`config.mk`:
```
export PLATFORM = sky130hd
export DESIGN_NAME = chained_hash_set_core
export DESIGN_NICKNAME = d
export VERILOG_FILES = /design/src/rtl/chs_pkg.sv /design/src/rtl/chs_ram.sv /design/src/rtl/chs_hash.sv /design/src/rtl/chained_hash_set_core.sv
export SDC_FILE = /design/constraint.sdc
export NUM_CORES = 2
export LEC_CHECK = 0
export BUFFER_PORTS_ARGS = -buffer_cell sky130_fd_sc_hd__buf_2
export CORE_MARGIN = 2
export CORE_UTILIZATION = 45
export DETAILED_ROUTE_END_ITERATION = 7
export SLEW_MARGIN = 20
export SYNTH_ARGS = -nofsm -noshare
export SYNTH_HDL_FRONTEND = slang
export SYNTH_SLANG_ARGS = --single-unit
```
`constraint.sdc`:
```
create_clock -name aclk -period 13.1 [get_ports aclk]
set_clock_uncertainty 0.2 [all_clocks]
set_input_delay 2.62 -clock aclk [delete_from_list [all_inputs] [get_ports aclk]]
set_output_delay 2.62 -clock aclk [all_outputs]
set_load 0.05 [all_outputs]
```
`src/rtl/chs_pkg.sv`:
```
// Shared types and constants for the chained hash set core.
// Holds the key layout, the hash unit status struct and the request codes.
// No dependencies.
`default_nettype none

package chs_pkg;

    // Key layout: bytes 0 to 7 in the lower word, byte 8 in the upper byte.
    localparam int BYTE_W        = 8;
    localparam int KEY_LO_W      = 64;
    localparam int KEY_HI_W      = 8;
    localparam int MAX_KEY_BYTES = 9;

    // Byte sum of a full key is at most 9 * 255, which fits in 12 bits.
    localparam int SUM_W = 12;

    // Stream widths, padded to whole bytes.
    localparam int S_TDATA_W = 80;
    localparam int M_TDATA_W = 8;

    // Request codes.
    localparam logic ACT_INSERT = 1'b0;
    localparam logic ACT_SEARCH = 1'b1;

    typedef struct packed {
        logic [KEY_HI_W-1:0] hi;
        logic [KEY_LO_W-1:0] lo;
    } chs_key_t;

    // Status of the hash unit toward the controller.
    typedef struct packed {
        logic     done;
        chs_key_t key;
    } chs_hash_out_t;

endpackage

`default_nettype wire

```
`src/rtl/chs_ram.sv`:
```
// Generic single-clock RAM with one write port and one registered read port.
// Used for the bucket heads and for the entry pool. No dependencies.
`default_nettype none

module chs_ram #(
    parameter int WIDTH = 8,
    parameter int DEPTH = 16
) (
    input  wire logic                                     aclk,
    input  wire logic                                     wr_en,
    input  wire logic [((DEPTH > 1) ? $clog2(DEPTH) : 1)-1:0] wr_addr,
    input  wire logic [WIDTH-1:0]                         wr_data,
    input  wire logic [((DEPTH > 1) ? $clog2(DEPTH) : 1)-1:0] rd_addr,
    output logic      [WIDTH-1:0]                         rd_data
);

    logic [WIDTH-1:0] mem_reg [DEPTH];
    logic [WIDTH-1:0] rd_data_reg;

    // Write port and registered read port; the read sees the old contents
    // when both hit the same address in one cycle.
    always_ff @(posedge aclk) begin
        if (wr_en) begin
            mem_reg[wr_addr] <= wr_data;
        end
        rd_data_reg <= mem_reg[rd_addr];
    end

    assign rd_data = rd_data_reg;

endmodule

`default_nettype wire

```
`src/rtl/chs_hash.sv`:
```
// Key normalizer and bucket hash: cuts the key at its first zero byte, sums
// the bytes and reduces the sum modulo BUCKETS in a three-stage pipeline.
// Depends on chs_pkg.
`default_nettype none

module chs_hash
    import chs_pkg::*;
#(
    parameter int BUCKETS   = 5,
    parameter int KEY_BYTES = 9
) (
    input  wire logic                        aclk,
    input  wire logic                        aresetn,
    input  wire logic                        start,
    input  wire logic [KEY_LO_W-1:0]         key_low,
    input  wire logic [KEY_HI_W-1:0]         key_high,
    output chs_hash_out_t                    status,
    output logic      [$clog2(BUCKETS)-1:0]  bucket
);

    localparam int BW      = $clog2(BUCKETS);
    // Reciprocal multiply: q = (sum * MAGIC) >> SHIFT is the exact quotient
    // for every sum below 2**SUM_W.
    localparam int SHIFT   = SUM_W + $clog2(BUCKETS);
    localparam int MAGIC_W = SUM_W + 2;
    localparam int PROD_W  = SHIFT + SUM_W;
    localparam logic [MAGIC_W-1:0] MAGIC     = MAGIC_W'((2**SHIFT + BUCKETS - 1) / BUCKETS);
    localparam logic [SUM_W-1:0]   BUCKETS_C = SUM_W'(BUCKETS);

    chs_key_t          key_norm;
    logic [SUM_W-1:0]  sum_comb;
    logic [PROD_W-1:0] prod;
    logic [SUM_W-1:0]  qb;
    logic [SUM_W-1:0]  rem;
    logic [SUM_W-1:0]  rem_fix;

    logic              v1_reg, v2_reg, v3_reg;
    chs_key_t          key_reg;
    logic [SUM_W-1:0]  sum1_reg, sum2_reg;
    logic [SUM_W-1:0]  quot_reg;
    logic [BW-1:0]     bucket_reg;

    // Keep bytes up to the first zero byte and within KEY_BYTES; sum them.
    always_comb begin
        logic              alive;
        logic [BYTE_W-1:0] b;
        alive    = 1'b1;
        key_norm = '0;
        sum_comb = '0;
        for (int i = 0; i < MAX_KEY_BYTES; i++) begin
            if (i < 8) begin
                b = key_low[i*BYTE_W +: BYTE_W];
            end else begin
                b = key_high;
            end
            alive = alive && (b != '0) && (i < KEY_BYTES);
            if (alive) begin
                if (i < 8) begin
                    key_norm.lo[i*BYTE_W +: BYTE_W] = b;
                end else begin
                    key_norm.hi = b;
                end
                sum_comb = sum_comb + SUM_W'(b);
            end
        end
    end

    // Quotient estimate and remainder with a final compare and subtract.
    assign prod    = PROD_W'(sum1_reg) * PROD_W'(MAGIC);
    assign qb      = quot_reg * BUCKETS_C;
    assign rem     = sum2_reg - qb;
    assign rem_fix = (rem >= BUCKETS_C) ? (rem - BUCKETS_C) : rem;

    // Pipeline control.
    always_ff @(posedge aclk) begin
        if (!aresetn) begin
            v1_reg <= 1'b0;
            v2_reg <= 1'b0;
            v3_reg <= 1'b0;
        end else begin
            v1_reg <= start;
            v2_reg <= v1_reg;
            v3_reg <= v2_reg;
        end
    end

    // Pipeline payload; the key and bucket hold until the next start.
    always_ff @(posedge aclk) begin
        if (start) begin
            key_reg  <= key_norm;
            sum1_reg <= sum_comb;
        end
        if (v1_reg) begin
            quot_reg <= prod[SHIFT +: SUM_W];
            sum2_reg <= sum1_reg;
        end
        if (v2_reg) begin
            bucket_reg <= rem_fix[BW-1:0];
        end
    end

    assign status.done = v3_reg;
    assign status.key  = key_reg;
    assign bucket      = bucket_reg;

endmodule

`default_nettype wire

```
`src/rtl/chained_hash_set_core.sv`:
```
// Top level of the chained hash set: stream ports, request sequencer and the
// bucket-head and entry-pool memories. Depends on chs_pkg, chs_hash, chs_ram.
//
// A set of short string keys kept in a hash table with separate chaining.
// Each input transaction inserts or searches one key of up to nine nonzero
// bytes (the key ends at its first zero byte); each produces exactly one
// output transaction with found, inserted and table_full. The block handles
// one request at a time: from acceptance it steps through S_HASH, S_HEAD,
// S_WALK (skipped for an empty chain, else up to ENTRIES entries), S_DECIDE
// and S_OUT, which waits while the previous result still waits on m_tready;
// it takes a new request only in S_IDLE. The walk reads one entry per cycle
// from the registered-read entry memory. New keys take entries of
// the pool in order and go to the head of their chain; once ENTRIES keys are
// held, inserts of new keys are refused with table_full. No clearing pass is
// needed after reset: bucket heads carry valid flags that reset clears.
`default_nettype none

module chained_hash_set_core
    import chs_pkg::*;
#(
    parameter int BUCKETS   = 5,
    parameter int ENTRIES   = 32,
    parameter int KEY_BYTES = 9
) (
    input  wire logic                 aclk,
    input  wire logic                 aresetn,
    input  wire logic                 s_tvalid,
    output logic                      s_tready,
    // s_tdata: action [0], key_low [64:1], key_high [72:65], zero [79:73]
    input  wire logic [S_TDATA_W-1:0] s_tdata,
    output logic                      m_tvalid,
    input  wire logic                 m_tready,
    // m_tdata: found [0], inserted [1], table_full [2], zero [7:3]
    output logic      [M_TDATA_W-1:0] m_tdata
);

    localparam int BW    = $clog2(BUCKETS);
    localparam int AW    = $clog2(ENTRIES);
    localparam int IDX_W = $clog2(ENTRIES + 1);
    localparam int ENT_W = KEY_LO_W + KEY_HI_W + IDX_W;
    localparam logic [IDX_W-1:0] ENTRIES_C = IDX_W'(ENTRIES);

    // Sequencer states.
    localparam logic [2:0] S_IDLE   = 3'd0;
    localparam logic [2:0] S_HASH   = 3'd1;
    localparam logic [2:0] S_HEAD   = 3'd2;
    localparam logic [2:0] S_WALK   = 3'd3;
    localparam logic [2:0] S_DECIDE = 3'd4;
    localparam logic [2:0] S_OUT    = 3'd5;

    logic [2:0]           state_reg, state_next;
    logic                 action_reg, action_next;
    logic [IDX_W-1:0]     node_reg, node_next;
    logic [IDX_W-1:0]     head_reg, head_next;
    logic [IDX_W-1:0]     steps_reg, steps_next;
    logic [IDX_W-1:0]     used_reg, used_next;
    logic [BUCKETS-1:0]   head_valid_reg, head_valid_next;
    logic                 found_reg, found_next;
    logic                 inserted_reg, inserted_next;
    logic                 full_reg, full_next;
    logic                 m_tvalid_reg, m_tvalid_next;
    logic [M_TDATA_W-1:0] m_tdata_reg, m_tdata_next;

    logic                 accept;
    chs_hash_out_t        hstat;
    logic [BW-1:0]        hbucket;
    logic [IDX_W-1:0]     head_rdata;
    logic [IDX_W-1:0]     head_node;
    logic [ENT_W-1:0]     ent_rdata;
    logic [ENT_W-1:0]     ent_wdata;
    logic [AW-1:0]        ent_raddr;
    logic [IDX_W-1:0]     walk_next;
    logic [IDX_W-1:0]     steps_inc;
    logic                 key_match;
    logic                 do_insert;
    logic                 pool_empty;

    assign s_tready = (state_reg == S_IDLE);
    assign accept   = s_tvalid && s_tready;

    // Key normalizer and bucket reduction.
    chs_hash #(
        .BUCKETS  (BUCKETS),
        .KEY_BYTES(KEY_BYTES)
    ) u_hash (
        .aclk    (aclk),
        .aresetn (aresetn),
        .start   (accept),
        .key_low (s_tdata[KEY_LO_W:1]),
        .key_high(s_tdata[KEY_LO_W+KEY_HI_W:KEY_LO_W+1]),
        .status  (hstat),
        .bucket  (hbucket)
    );

    // Bucket heads, addressed by the bucket of the current request.
    chs_ram #(
        .WIDTH(IDX_W),
        .DEPTH(BUCKETS)
    ) u_head_ram (
        .aclk   (aclk),
        .wr_en  (do_insert),
        .wr_addr(hbucket),
        .wr_data(used_reg),
        .rd_addr(hbucket),
        .rd_data(head_rdata)
    );

    // Entry pool: {next, key_high, key_low} per entry.
    chs_ram #(
        .WIDTH(ENT_W),
        .DEPTH(ENTRIES)
    ) u_entry_ram (
        .aclk   (aclk),
        .wr_en  (do_insert),
        .wr_addr(used_reg[AW-1:0]),
        .wr_data(ent_wdata),
        .rd_addr(ent_raddr),
        .rd_data(ent_rdata)
    );

    assign ent_wdata = {head_reg, hstat.key.hi, hstat.key.lo};

    // A head that was never written reads as the empty marker.
    assign head_node = head_valid_reg[hbucket] ? head_rdata : ENTRIES_C;

    // Chain walk compare and next link.
    assign key_match = (ent_rdata[KEY_LO_W-1:0] == hstat.key.lo) &&
                       (ent_rdata[KEY_LO_W+KEY_HI_W-1:KEY_LO_W] == hstat.key.hi);
    assign walk_next = ent_rdata[ENT_W-1:KEY_LO_W+KEY_HI_W];
    assign steps_inc = steps_reg + 1'b1;
    assign ent_raddr = (state_reg == S_HEAD) ? head_node[AW-1:0] : walk_next[AW-1:0];

    // Insert decision; only one request is in flight, so memory writes always
    // land before the next request reads.
    assign pool_empty = (used_reg >= ENTRIES_C);
    assign do_insert  = (state_reg == S_DECIDE) && (action_reg == ACT_INSERT) &&
                        !found_reg && !pool_empty;

    // Request sequencer.
    always_comb begin
        state_next      = state_reg;
        action_next     = action_reg;
        node_next       = node_reg;
        head_next       = head_reg;
        steps_next      = steps_reg;
        used_next       = used_reg;
        head_valid_next = head_valid_reg;
        found_next      = found_reg;
        inserted_next   = inserted_reg;
        full_next       = full_reg;
        m_tvalid_next   = m_tvalid_reg;
        m_tdata_next    = m_tdata_reg;

        if (m_tvalid_reg && m_tready) begin
            m_tvalid_next = 1'b0;
        end

        case (state_reg)
            S_IDLE: begin
                if (accept) begin
                    action_next   = s_tdata[0];
                    found_next    = 1'b0;
                    inserted_next = 1'b0;
                    full_next     = 1'b0;
                    state_next    = S_HASH;
                end
            end
            S_HASH: begin
                if (hstat.done) begin
                    state_next = S_HEAD;
                end
            end
            S_HEAD: begin
                node_next  = head_node;
                head_next  = head_node;
                steps_next = '0;
                if (head_node >= ENTRIES_C) begin
                    state_next = S_DECIDE;
                end else begin
                    state_next = S_WALK;
                end
            end
            S_WALK: begin
                if (key_match) begin
                    found_next = 1'b1;
                    state_next = S_DECIDE;
                end else begin
                    steps_next = steps_inc;
                    node_next  = walk_next;
                    if ((walk_next >= ENTRIES_C) || (steps_inc == ENTRIES_C)) begin
                        state_next = S_DECIDE;
                    end
                end
            end
            S_DECIDE: begin
                if (do_insert) begin
                    used_next                = used_reg + 1'b1;
                    head_valid_next[hbucket] = 1'b1;
                    inserted_next            = 1'b1;
                end else if ((action_reg == ACT_INSERT) && !found_reg) begin
                    full_next = 1'b1;
                end
                state_next = S_OUT;
            end
            S_OUT: begin
                if (!m_tvalid_reg || m_tready) begin
                    m_tvalid_next = 1'b1;
                    m_tdata_next  = {{(M_TDATA_W-3){1'b0}}, full_reg, inserted_reg, found_reg};
                    state_next    = S_IDLE;
                end
            end
            default: begin
                state_next = S_IDLE;
            end
        endcase
    end

    // Control state.
    always_ff @(posedge aclk) begin
        if (!aresetn) begin
            state_reg      <= S_IDLE;
            used_reg       <= '0;
            head_valid_reg <= '0;
            m_tvalid_reg   <= 1'b0;
        end else begin
            state_reg      <= state_next;
            used_reg       <= used_next;
            head_valid_reg <= head_valid_next;
            m_tvalid_reg   <= m_tvalid_next;
        end
    end

    // Request payload and result register.
    always_ff @(posedge aclk) begin
        action_reg   <= action_next;
        node_reg     <= node_next;
        head_reg     <= head_next;
        steps_reg    <= steps_next;
        found_reg    <= found_next;
        inserted_reg <= inserted_next;
        full_reg     <= full_next;
        m_tdata_reg  <= m_tdata_next;
    end

    assign m_tvalid = m_tvalid_reg;
    assign m_tdata  = m_tdata_reg;

    // The pool count never passes the pool size.
    a_used_bound: assert property (@(posedge aclk) disable iff (!aresetn)
        used_reg <= ENTRIES_C)
        else $error("entry count exceeds pool size");

    // Every insert takes exactly the next entry of the pool.
    a_used_step: assert property (@(posedge aclk) disable iff (!aresetn)
        do_insert |=> (used_reg == $past(used_reg) + 1'b1))
        else $error("entry count did not advance on insert");

    // The walk only visits entries inside the pool.
    a_walk_range: assert property (@(posedge aclk) disable iff (!aresetn)
        (state_reg == S_WALK) |-> (node_reg < used_reg))
        else $error("chain walk left the written part of the pool");

    // A search never changes the table or reports a refusal.
    a_search_clean: assert property (@(posedge aclk) disable iff (!aresetn)
        ((state_reg == S_DECIDE) && (action_reg == ACT_SEARCH)) |=>
            (!inserted_reg && !full_reg))
        else $error("search reported an insert or a full table");

    // At most one result flag is set.
    a_flags_excl: assert property (@(posedge aclk) disable iff (!aresetn)
        m_tvalid_reg |-> ($countones(m_tdata_reg[2:0]) <= 1))
        else $error("result flags not mutually exclusive");

endmodule

`default_nettype wire

```
==> run_results.csv <==
group,metric,value,unit
synthesis,synth-async-reset-ratio,0,
die,io_pins,94,
clock_tree,htree_num_levels,5,
drt,drtAntennaViolNets,0,
die,die_y,509,um
synthesis,syn_avg_cell_area,13.0,sq um
clock_tree,cts.hold.buffers_added,0,
worst_setup_path,path_delay_family,"compound AO/OA/AOI/OAI gates",
synthesis,yosys-top-cells-area,"edfxtp_1 70%, nand2_1 8.7%, a311oi_1 4.2%",
clock_tree,clock_sink_count,2756,
synthesis,number_of_synthesized_flops_with_an_enable_pin,2654,
placement,portBuffers,81,
global_route,grt_overflow_total,0,
sta,final_setup_violating_endpoints,0,
synthesis,netlist_instances,8847,
drt,drtPass1Iterations,8,
clock_tree,clkLatencyLatePin,0.95,ns
cells_and_area,flow.area_growth_from_synthesis,11.6,%
worst_setup_path,timing.critical_path.to_type,"flip-flop",
synthesis,post_synth_instance_area,115000,sq um
synthesis,post_synth_most_frequent_cells,"2,654 x edfxtp_1, 2,652 x nand2_1, 637 x nand3_1, 547 x a311oi_1, 437 x clkbuf_1",
sta,final-max-slew-violation-count,0,
clock_tree,cts_max_path_buffers,4,
global_route,global_route_wire_length_before_repair,474000,um
drt,via_per_inst,5.90,
worst_setup_path,critPathMaxStageDelay,0.45,ns
worst_setup_path,timing_worst_setup_path_type,"primary input to flip-flop",
sta,slew_headroom,0.151,
global_route,grt_antenna_before_repair,12,
worst_setup_path,timing.critical_path.buf_inv,2,
sta,rsz_0062_raised_after_global_routing,"false",
synthesis,yosys.cell_count.top_type,"edfxtp_1",
worst_setup_path,timing.critical_path.from_type,"primary input",
synthesis,dominantRegCellSynth,"edfxtp_1",
clock_tree,cts_resized,0,
power_and_ir_drop,power.leakage,44.7,nW
drt,routed-via-count,73200,
die,fp.dieArea,259000,sq um
clock_tree,clk_transition_reported_paths,0.06,ns
cells_and_area,largest_register_ffs,2496,
placement,gp_congestion,0.811,
power_and_ir_drop,power.switching,12.5,mW
cells_and_area,regArea,81700,sq um
clock_tree,cts_tree,"done",
sta,final.setup.tns,0,ns
power_and_ir_drop,power_per_cell_area,259,nW/um^2
synthesis,synth_top_area_share,0.695,
worst_setup_path,path_max_fanout,6,
sta,fmax,89.1,MHz
worst_setup_path,timing.critical_path.arrival,11.70,ns
synthesis,ys_types,93,
cells_and_area,multiInputGateArea,30500,sq um
clock_tree,cts_setup_buffers,0,
power_and_ir_drop,vdd_ir_drop_max,0.504,mV
placement,post-dp-hpwl,164000,um
worst_setup_path,cp.required,13.57,ns
global_route,global_route_usage_over_all_layers,0.246,
power_and_ir_drop,switching_share,0.377,
power_and_ir_drop,combPwrFrac,0.444,
clock_tree,tritoncts.num_buffers,297,
sta,timing_hold_violations_final,0,
synthesis,synthesis.yosys.warnings,0,
min_path,min-delay-path-class,"flip-flop to flip-flop",
synthesis,synth_largest_area_cell,"edfxtp_1",
worst_setup_path,slowest_stage,"fa_1",
power_and_ir_drop,clock_power_share,0.238,
worst_setup_path,critPathMostFrequentCell,"ha_1",
power_and_ir_drop,power.internal,20.6,mW
global_route,grt_start_max_net_pins,170,
cells_and_area,post_layout_net_count,9142,
cells_and_area,final_standard_cell_utilization_of_the_core,0.504,
die,std_cell_rows,185,
synthesis,synth.yosys.seq_area_share,0.713,
sta,final.min_clock_period,11.23,ns
cells_and_area,fill_cells,21700,
synthesis,yosys_register_bits,2756,
drt,routed_wirelength,324000,um
drt,drcViolationCount,0,
outcome,status,"finished clean",
power_and_ir_drop,seq_power_share,0.319,
die,core_region_area,254000,sq um
sta,timing_worst_slew_pin_value,1.27,ns
clock_tree,clk_root_buffer_cell,"clkbuf_16",
flow_run,drv.max_cap_violation_count,0,
die,floorplan.initialDensity,0.452,
drt,routedWlPerCell,26.1,um
global_route,first_global_vias,70000,
drt,drc_violation_total_after_the_first_tritonroute_iteration,8408,
cells_and_area,fraction_of_layout_cells_with_a_size_suffix_above_1,0.0842,
sta,final_period_utilization,0.857,
die,die_width,509,um
[worst reg2reg max path, delay by kind of cell, from the launching register on]
kind / cells / cell delay [ns]
buffers and inverters: 3 / 2.21
AOI/OAI and AO/OA: 6 / 1.43
DFF: 1 / 0.82
and+or+nand+nor: 4 / 0.69
muxes: 2 / 0.65
[worst paths after layout]
kind	start	end	slack, ns	depth (start not counted)
setup / recovery	s_tdata[10]	u_hash.sum1_reg[10]$_DFFE_PP_	1.87	48
hold / removal	inserted_reg$_DFFE_PP_	m_tdata[1]$_DFFE_PP_	0.22	0
setup reg to reg	u_hash.bucket[0]$_DFFE_PP_	u_entry_ram.rd_data[25]$_DFF_P_	7.03	15
hold reg to reg	inserted_reg$_DFFE_PP_	m_tdata[1]$_DFFE_PP_	0.22	0
[stage by stage]
step / cells / cell area [sq um] / worst slack, ns / hold WS [ns] / total power, mW
floorplan: 8851 / 115000 / 2.12 / 0.200 / 21.9
global placement: 11900 / 119000 / 0.846 / 0.214 / 25.3
detailed placement: 11900 / 119000 / 0.886 / 0.219 / 25.5
CTS: 12400 / 128000 / 1.84 / 0.228 / 33.3
global route: 12400 / 128000 / 1.11 / 0.247 / 35.4
finish: 12400 / 128000 / 1.87 / 0.225 / 33.2
[power by group through the flow]
stage,Sequential [mW],Clock (mW),Combinational (mW)
finish,10.6,7.88,14.7
global route,10.6,8.31,16.5
CTS,10.6,7.97,14.8
detailed placement,10.8,0,14.7
global placement,10.8,0,14.5
floorplan,10.7,0,11.2
[area by class of cell]
cell class / instances / share of cell area
Antenna cell: 3 / 0.0000587
Sequential cell: 2756 / 0.639
Clock buffer: 401 / 0.0636
Inverter: 132 / 0.00389
Tap cell: 3366 / 0.0329
Timing Repair Buffer: 259 / 0.0164
Clock inverter: 106 / 0.00634
Multi-Input combinational cell: 5381 / 0.238
[cells in the final DEF (no fill, tap or decap), types with 10 or more instances in the layout]
| master | instances |
|---|---|
| and2_1 | 35 |
| nand2_1 | 2652 |
| fa_1 | 55 |
| mux2_2 | 24 |
| buf_12 | 19 |
| ha_1 | 176 |
| clkbuf_1 | 79 |
| dfxtp_1 | 102 |
| nor4_1 | 29 |
| nor2_4 | 32 |
| o21ai_0 | 42 |
| nand2b_1 | 12 |
| clkbuf_8 | 19 |
| mux2i_1 | 13 |
| nand3_1 | 637 |
| and3_1 | 357 |
| o21bai_1 | 11 |
| o31ai_1 | 80 |
| xnor2_1 | 78 |
| a21oi_1 | 145 |
| a21o_1 | 17 |
| edfxtp_1 | 2654 |
| o21a_1 | 21 |
| clkbuf_16 | 303 |
| buf_2 | 81 |
| xor2_1 | 68 |
| nor2_1 | 80 |
| bufinv_16 | 12 |
| clkinv_1 | 50 |
| buf_4 | 147 |
| clkinv_2 | 35 |
| nor2b_1 | 27 |
| a311oi_1 | 547 |
| inv_1 | 128 |
| nand4_1 | 13 |
| buf_8 | 10 |
| nor3_1 | 14 |
| a31oi_1 | 80 |
[logic make-up (layout without fill, tap and decap cells)]
group           count (synthesis)  count (layout)  share of synthesized area
compound gates               1009            1009                     0.0677
xor+xnor                      150             150                     0.0119
fa+ha+maj                     231             231                     0.0288
buf+inv                       714             898                     0.0249
flops                        2756            2756                      0.713
mux                            49              49                    0.00539
other cells                     1               8                  0.0000327
simple gates                 3937            3937                      0.148
[routing by layer]
metal	GRT usage	wire length, um	vias to the layer above
met3	0.0355	24800	491
met4	0.0661	8480	4
li1	-	-	32500
met5	0	34	-
met1	0.344	136000	37200
met2	0.404	155000	2998
No activity file was read; power rests on OpenSTA's default activity.
